**src/hw/rtl/cbpw_pkg.sv**
```systemverilog
// shared types, constants and helpers of the cubic b-spline point warp
package cbpw_pkg;

   localparam int CW     = 32;
   localparam int IW     = 12;
   localparam int PW     = 6;
   localparam int WW     = 25;
   localparam int QDEPTH = 2;
   localparam int ADEPTH = 4096;
   localparam int AW     = 12;
   localparam int DW     = 96;

   localparam int DEF_REGIONS = 13;
   localparam int DEF_VPR     = 8;

   localparam logic [2:0] CSR_ORG_X = 3'd0;
   localparam logic [2:0] CSR_ORG_Y = 3'd1;
   localparam logic [2:0] CSR_ORG_Z = 3'd2;
   localparam logic [2:0] CSR_INV_X = 3'd3;
   localparam logic [2:0] CSR_INV_Y = 3'd4;
   localparam logic [2:0] CSR_INV_Z = 3'd5;

   localparam logic OP_WRITE = 1'b0;
   localparam logic OP_XFORM = 1'b1;

   localparam logic [1:0] AX_X = 2'd0;
   localparam logic [1:0] AX_Y = 2'd1;
   localparam logic [1:0] AX_Z = 2'd2;

   // ceil(2^30 / 6), exact for quotients of values below 2^29
   localparam logic [27:0] DIV6_MUL = 28'd178956971;

   typedef struct packed {
      logic [2:0][CW-1:0] org;
      logic [2:0][CW-1:0] inv;
   } cfg_type;

   typedef struct packed {
      logic                    is_wr;
      logic                    in_grid;
      logic [IW-1:0]           idx;
      logic [2:0][CW-1:0]      val;
      logic [2:0][PW-1:0]      p;
      logic [2:0][3:0][WW-1:0] w;
   } qent_type;

   typedef struct packed {
      logic full;
      logic empty;
   } qstat_type;

   typedef struct packed {
      logic clear_done;
   } bstat_type;

   // six times a weight in q.48 to the weight in q0.24, rounded half up
   function automatic logic [WW-1:0] div6_w(input logic [51:0] s);
      logic [51:0] t;
      logic [27:0] y;
      logic [55:0] m;
      t = s + 52'd50331648;
      y = t[51:24];
      m = 56'(y) * 56'(DIV6_MUL);
      return m[54:30];
   endfunction

endpackage

```
**src/hw/rtl/cbpw_queue.sv**
```systemverilog
// short queue of classified requests between front and back end
module cbpw_queue (
   input  logic                clock,
   input  logic                reset,
   input  logic                push,
   input  cbpw_pkg::qent_type  push_ent,
   input  logic                pop,
   output cbpw_pkg::qent_type  head,
   output cbpw_pkg::qstat_type stat
);
   import cbpw_pkg::*;

   localparam int PTW = (QDEPTH > 1) ? $clog2(QDEPTH) : 1;
   localparam int CNW = $clog2(QDEPTH + 1);

   qent_type       q_ff [QDEPTH];
   logic [PTW-1:0] wp_ff, wp_in, rp_ff, rp_in;
   logic [CNW-1:0] cnt_ff, cnt_in;

   function automatic logic [PTW-1:0] nxt(input logic [PTW-1:0] p);
      return (p == PTW'(QDEPTH - 1)) ? '0 : p + PTW'(1);
   endfunction

   assign head       = q_ff[rp_ff];
   assign stat.full  = (cnt_ff == CNW'(QDEPTH));
   assign stat.empty = (cnt_ff == '0);

   always_comb begin
      wp_in  = push ? nxt(wp_ff) : wp_ff;
      rp_in  = pop ? nxt(rp_ff) : rp_ff;
      cnt_in = cnt_ff + CNW'(push) - CNW'(pop);
   end

   always_ff @(posedge clock) begin
      if (reset) begin
         wp_ff  <= '0;
         rp_ff  <= '0;
         cnt_ff <= '0;
      end else begin
         wp_ff  <= wp_in;
         rp_ff  <= rp_in;
         cnt_ff <= cnt_in;
      end
      if (push) begin
         q_ff[wp_ff] <= push_ent;
      end
   end

endmodule

```
**config.mk**
```make
export PLATFORM = sky130hd
export DESIGN_NAME = cbpw_queue
export DESIGN_NICKNAME = d
export VERILOG_FILES = /design/src/hw/rtl/cbpw_pkg.sv /design/src/hw/rtl/cbpw_queue.sv
export SDC_FILE = /design/constraint.sdc
export NUM_CORES = 1
export LEC_CHECK = 0
export ABC_AREA = 1
export ABC_CLOCK_PERIOD_IN_PS = 48700
export BUFFER_PORTS_ARGS = -buffer_cell sky130_fd_sc_hd__buf_2
export CAP_MARGIN = 5
export CORE_AREA = 2 2 331 333
export CTS_BUF_LIST = sky130_fd_sc_hd__clkbuf_16
export DETAILED_ROUTE_END_ITERATION = 8
export DIE_AREA = 0 0 333 335
export GPL_ROUTABILITY_DRIVEN = 0
export PLACE_DENSITY = 0.49
export RECOVER_POWER = 100
export SLEW_MARGIN = 5
export SYNTH_ARGS = -nofsm -noshare
export SYNTH_HDL_FRONTEND = slang
export SYNTH_SLANG_ARGS = --single-unit
```
**constraint.sdc**
```tcl
create_clock -name clock -period 48.7 [get_ports clock]
set_clock_uncertainty 0.2 [all_clocks]
set_input_delay 4.87 -clock clock [delete_from_list [all_inputs] [get_ports clock]]
set_output_delay 4.87 -clock clock [all_outputs]
set_load 0.02 [all_outputs]
```
==> metrics, run 1 <==
IO Pins=around 860; placed instance count=3603; Ys Warns=0; CP Class=flop to output pin; Final period util=between 30% and 40%; # rows=121; Detailed Place HPWL=54.9 mm; Iter 0 DRT Violations=667; CP max FO=approximately 160; Final Util=36.3%; global-route wire length before repair=111 mm; core area=0.108 sq mm; Clk Latency, worst-skew pair=~650 ps; Setup Total Neg Slack=0 ps; syn_nets=1797; Hold WC Path Type=flop to flop; fin nets=roughly 2700; Routed Antenna Nets=0; Setup WS post-layout=between 30000 and 40000 ps; Detailed Route WL=about 78 mm; GRT overflow=0; pre-CTS WS=about 40000 ps; Area Growth Syn to Fin=25.0%; endpoints failing setup=0; H-tree Lvls=3; vias post-DR=16200; Die Wd=333 um; DRC errors left=0; Hold-fix buffers, CTS=0; register area share after synthesis=82.1%; Final Power=about 1.8 mW; Vias/cell=4.27; syn avg cell area=23.1 sq um; RSZ-0062 raised after global routing=false; Hold WS=316 ps; Worst Path Arrival=13310 ps; Peak VDD IR=0.0304 mV; Max-Cap Viols=16; initial antenna violation count=32; failing checks=capacitance limit, slew limit; Layout Cells excl Fill=about 3800; Initial Utilization=29.1%; PortBufs=861; Slew @ Worst Pin=9330 ps; Final Hold Vio Count=0; vias in the first global route=17500; status=complete, but fails checks; placed inst area=approximately 0.037 sq mm; LEAKAGE=13.3 nW; clk buf depth=3; post-CTS setup buffers=0; CTS root buf=clkbuf_16; FMAX=54.4 MHz; number of buffers created by CTS=93; Unique masters post-synth=15; worst relative slew slack=-522%; ratio of cells with drive above 1 in the final layout=32.1%; post-synthesis cell area=0.0314 sq mm; die area=about 0.11 sq mm; iteration count of the initial detailed-routing pass=6; min Tclk post-route=18380 ps; wire per inst=20.7 um; required time worst endpoint=43630 ps; clock tree from TritonCTS=yes; die height=335 um; fin area=0.0393 sq mm; Crit. End Element=output pin; post-cts resize count=0; Tot GR Track Use=13.4%; Syn Inst Count=1363; FF+latch count, synth=861; Pins Over Slew Limit=1314; CTS clk-pin slew, worst paths=60 ps; startpoint types=flop; clock sink count=~860; PwrDens=about 45 mW/mm^2; largest net degree at the start of global routing=163
layer usage:
metal  vias to the layer above  global-route usage (%)  part of all wire, %
met2                       662                    23.9                   52
met5                         -                       0                 0.22
met4                        24                    6.36                  3.1
li1                       7318                       -                    -
met3                       147                    5.83                  9.6
met1                      8053                    13.3                   35
cell usage after synthesis, drive strengths merged:
master	instances	area, sq um
mux2	428	4970
buf	48	537
nand2	4	15.0
nand3	1	5.00
a21oi	1	5.00
inv	8	30.0
edfxtp	856	25700
xnor2	1	8.76
nor2	8	30.0
ha	2	25.0
dfxtp	5	100
nor3	1	5.00
registers in the layout, indices dropped and copies added (netlist names), named ones only:
name / count
rp_ff: 1
cnt_ff: 2
q_ff: 856
wp_ff: 1
worst paths after layout:
kind / cells after the start / startpoint / slack (ps) / endpoint
setup / recovery: 4 / flop / 30320 / head[97]
hold / removal: 2 / wp_ff$_SDFFE_PP0P_ / 320 / wp_ff$_SDFFE_PP0P_
setup reg to reg: 3 / wp_ff$_SDFFE_PP0P_ / 35720 / q_ff[0][278]$_DFFE_PP_
hold reg to reg: 2 / wp_ff$_SDFFE_PP0P_ / 320 / wp_ff$_SDFFE_PP0P_
final cells by class:
cell class,instances,area [sq um]
multi-input cells,446,4920
diodes,19,47.5
clock buffers,97,2430
clock inverters,76,604
well taps,1414,1770
inverters,8,31.3
repair buffers,874,3680
flip-flops and latches,861,25800
fillers,10400,68800
critical path, cell delays in order (launching register included):
cell      delay (ps)
dfxtp_1         2120
clkbuf_1        6560
clkbuf_1        2770
mux2_2           550
clkbuf_1         240
power breakdown:
part | internal, mW | leakage (nW) | switching (mW)
registers | 0.866 | 8.08 | 0.00994
clock network | 0.408 | 1.58 | 0.282
logic | 0.0723 | 3.62 | 0.123
placed cells by master, fill, tap and decap left out, types with 2 or more instances in the layout:
| cell | count |
|---|---|
| buf_1 | 2 |
| bufinv_16 | 9 |
| nand2_1 | 4 |
| clkbuf_1 | 552 |
| nor2_1 | 8 |
| clkinv_2 | 18 |
| buf_2 | 320 |
| dfxtp_1 | 5 |
| ha_1 | 2 |
| clkinv_1 | 18 |
| clkbuf_16 | 97 |
| inv_1 | 29 |
| edfxtp_1 | 856 |
| inv_6 | 2 |
| clkinvlp_4 | 2 |
| clkinv_8 | 2 |
| mux2_2 | 303 |
| mux2_1 | 124 |
| clkinv_4 | 2 |
| diode_2 | 19 |
logic make-up (layout without fill, tap and decap cells):
logic type      Yosys count  in the layout  share of synthesized area (%)
mux                     428            428                           15.8
other cells               0             19                              0
xor+xnor                  1              1                         0.0279
fa+ha+maj                 2              2                         0.0796
simple gates             14             14                          0.175
compound gates            1              1                         0.0159
flops                   861            861                           82.1
buf+inv                  56           1055                           1.80
(Power assumes the default switching activity.)
==> run 2: changes to the inputs <==
- ABC_CLOCK_PERIOD_IN_PS: 48700 -> 17800
- CORE_AREA: 2 2 331 333 -> 2 2 334 336
- DIE_AREA: 0 0 333 335 -> 0 0 336 338
- PLACE_DENSITY: 0.49 -> 0.48
- clock period: 48.7 -> 17.8 ns (I/O delays scaled with it)
==> run 2 against run 1 <==
  * The flow still finishes with violations (capacitance limit, slew limit)
  * Design area shrank 0.33%
  * Utilization shrank 0.76 points
  * Routed wire length grew 2.2%
  * Largest cell class unchanged
  * Worst setup slack lost 24000 ps
  * Critical endpoint is now q_ff[1][285]$_DFFE_PP_
==> metrics, run 2 (synthesized netlist as in run 1, its figures left out) <==
status=complete, but fails checks (unchanged); failing checks=capacitance limit, slew limit (unchanged); post-CTS setup buffers=0 (unchanged); Most flops, register=q_ff (unchanged); reg-to-reg endpoint=q_ff[1][285]$_DFFE_PP_ (was q_ff[0][278]$_DFFE_PP_); Final period util=62.1%; Hold WC Path Type=flop to flop (unchanged); PortBufs=861 (unchanged); IO Pins=862 (unchanged); PwrDens=120 mW/mm^2 (was 44.8 mW/mm^2); Tot GR Track Use=13.3% (was 13.4%); startpoint types=input port (was flop); Detailed Route WL=80.1 mm (was 78.4 mm); Die Wd=336 um (was 333 um); slack of the worst reg-to-reg path=7740 ps (was 35720 ps); vias post-DR=16100 (was 16200); clock sink count=861 (unchanged); iteration count of the initial detailed-routing pass=4 (was 6); Worst Path Arrival=11000 ps (was 13310 ps); Setup Total Neg Slack=0 ps (unchanged); met1 Track Usage GR=13.2% (was 13.3%); clk buf depth=3 (unchanged); Setup WS post-layout=6750 ps (was 30320 ps); Hold-fix buffers, CTS=0 (unchanged); Crit. End Element=flop (was output pin); RSZ-0062 raised after global routing=false (unchanged); Final Hold Vio Count=0 (unchanged); FMAX=90.5 MHz; CTS root buf=clkbuf_16 (unchanged); die area=0.114 sq mm (was 0.112 sq mm); most frequent cells in the layout=856 x edfxtp_1, 619 x clkbuf_1, 337 x mux2_2 (was 856 x edfxtp_1, 552 x clkbuf_1, 320 x buf_2); Pins Over Slew Limit=732 (was 1314); vias in the first global route=17100 (was 17500); min Tclk post-route=11050 ps; fin area=0.0392 sq mm (was 0.0393 sq mm); Final Power=4.71 mW (was 1.76 mW); Vias/cell=4.16 (was 4.27); endpoints failing setup=0 (unchanged); Final Util=35.6% (was 36.3%); # rows=122 (was 121); CP max FO=110 (was 162); initial antenna violation count=14 (was 32); global-route wire length before repair=111 mm (about the same); required time worst endpoint=17750 ps (was 43630 ps); Slew @ Worst Pin=5280 ps (was 9330 ps); largest net degree at the start of global routing=160 (was 163); Initial Utilization=28.6% (was 29.1%); Detailed Place HPWL=55.9 mm (was 54.9 mm); Iter 0 DRT Violations=649 (was 667); worst hold path stage count=2 (unchanged); met3 Usage GRT=4.78% (was 5.83%); fin nets=2719 (was 2718); layer with the highest usage=met2 (unchanged); Area Growth Syn to Fin=24.6% (was 25.0%); GRT overflow=0 (unchanged); number of buffers created by CTS=93 (unchanged); CP Class=input port to flop (was flop to output pin); placed inst area=0.0372 sq mm (was 0.0371 sq mm); met2 Track Usage GR=25.3% (was 23.9%); ratio of cells with drive above 1 in the final layout=30.8% (was 32.1%); R2R depth=4 (was 3); Max-Cap Viols=11 (was 16); min-delay src=rp_ff$_SDFFE_PP0P_ (was wp_ff$_SDFFE_PP0P_); DRC errors left=0 (unchanged); Largest regs=q_ff (856), cnt_ff (2) (unchanged); reg2reg start=wp_ff$_SDFFE_PP0P_ (unchanged); max reg flops=856 (unchanged); pre-CTS WS=11750 ps (was 39730 ps); post-cts resize count=0 (unchanged); die height=338 um (was 335 um); Clk Latency, worst-skew pair=640 ps (was 650 ps); wire per inst=20.8 um (was 20.7 um); H-tree Lvls=3 (unchanged); CTS clk-pin slew, worst paths=60 ps (about the same); Peak VDD IR=0.0835 mV (was 0.0304 mV); most common cell after layout, fill and taps aside=edfxtp_1 (unchanged); Routed Antenna Nets=0 (unchanged); core area=0.110 sq mm (was 0.108 sq mm); worst relative slew slack=-254% (was -522%); clock tree from TritonCTS=yes (unchanged); LEAKAGE=13.0 nW (was 13.3 nW)
-- run 2: cell count changes in the layout (fill, tap and decap cells not counted), moves of 2 or more --
cell / before / now
diode_2: 19 / 9
clkinvlp_4: 2 / 4
mux2_1: 124 / 88
buf_12: 0 / 2
mux2_4: 1 / 3
clkbuf_16: 97 / 94
buf_2: 320 / 248
bufinv_16: 9 / 5
clkinv_2: 18 / 21
clkbuf_1: 552 / 619
buf_4: 0 / 4
mux2_2: 303 / 337
-- run 2: area by class of cell --
cell class                 instances  area, sq um
antenna                            9         22.5
clock buffer                      94         2350
clock inverter                    76          514
fill                           10700        70900
inverter                           8         31.3
multi-input combinational        446         4920
sequential                       861        25800
tap                             1488         1860
timing repair buffer             875         3640
-- run 2: layer usage --
| layer | part of all wire, % | vias up | wire length (um) |
|---|---|---|---|
| met1 | 34 | 8028 | 27300 |
| li1 | - | 7322 | - |
| met4 | 2.9 | 20 | 2360 |
| met2 | 55 | 537 | 43900 |
| met3 | 8.0 | 145 | 6440 |
| met5 | 0.15 | - | 124 |
-- run 2: worst max-delay path, stage by stage --
cell and delay, ps:
clkbuf_1 180, nand2_1 100, clkinvlp_2 3020, clkbuf_1 2490, clkbuf_1 3180
-- run 2: where the power goes --
part | leakage, nW | internal [mW] | total [mW] | switching, mW
combinational | 3.45 | 0.177 | 0.519 | 0.342
clock | 1.50 | 1.03 | 1.81 | 0.774
sequential | 8.08 | 2.36 | 2.39 | 0.0268
-- run 2: through the flow --
step	hold slack, ps	std cells
after floorplan	280	1363
after global placement	305	3678
after detailed placement	302	3678
after CTS	311	3848
after global routing	339	3851
final	312	3857
-- run 2: worst max path at each step --
stage                     from                      to  depth (start not counted)
final                     push  q_ff[1][285]$_DFFE_PP_                          5
after CTS                 flop               head[229]                          4
after global placement    push  q_ff[0][279]$_DFFE_PP_                          6
after floorplan           push    q_ff[0][0]$_DFFE_PP_                          2
after detailed placement  push  q_ff[0][304]$_DFFE_PP_                          6
after global routing      push  q_ff[1][361]$_DFFE_PP_                          5
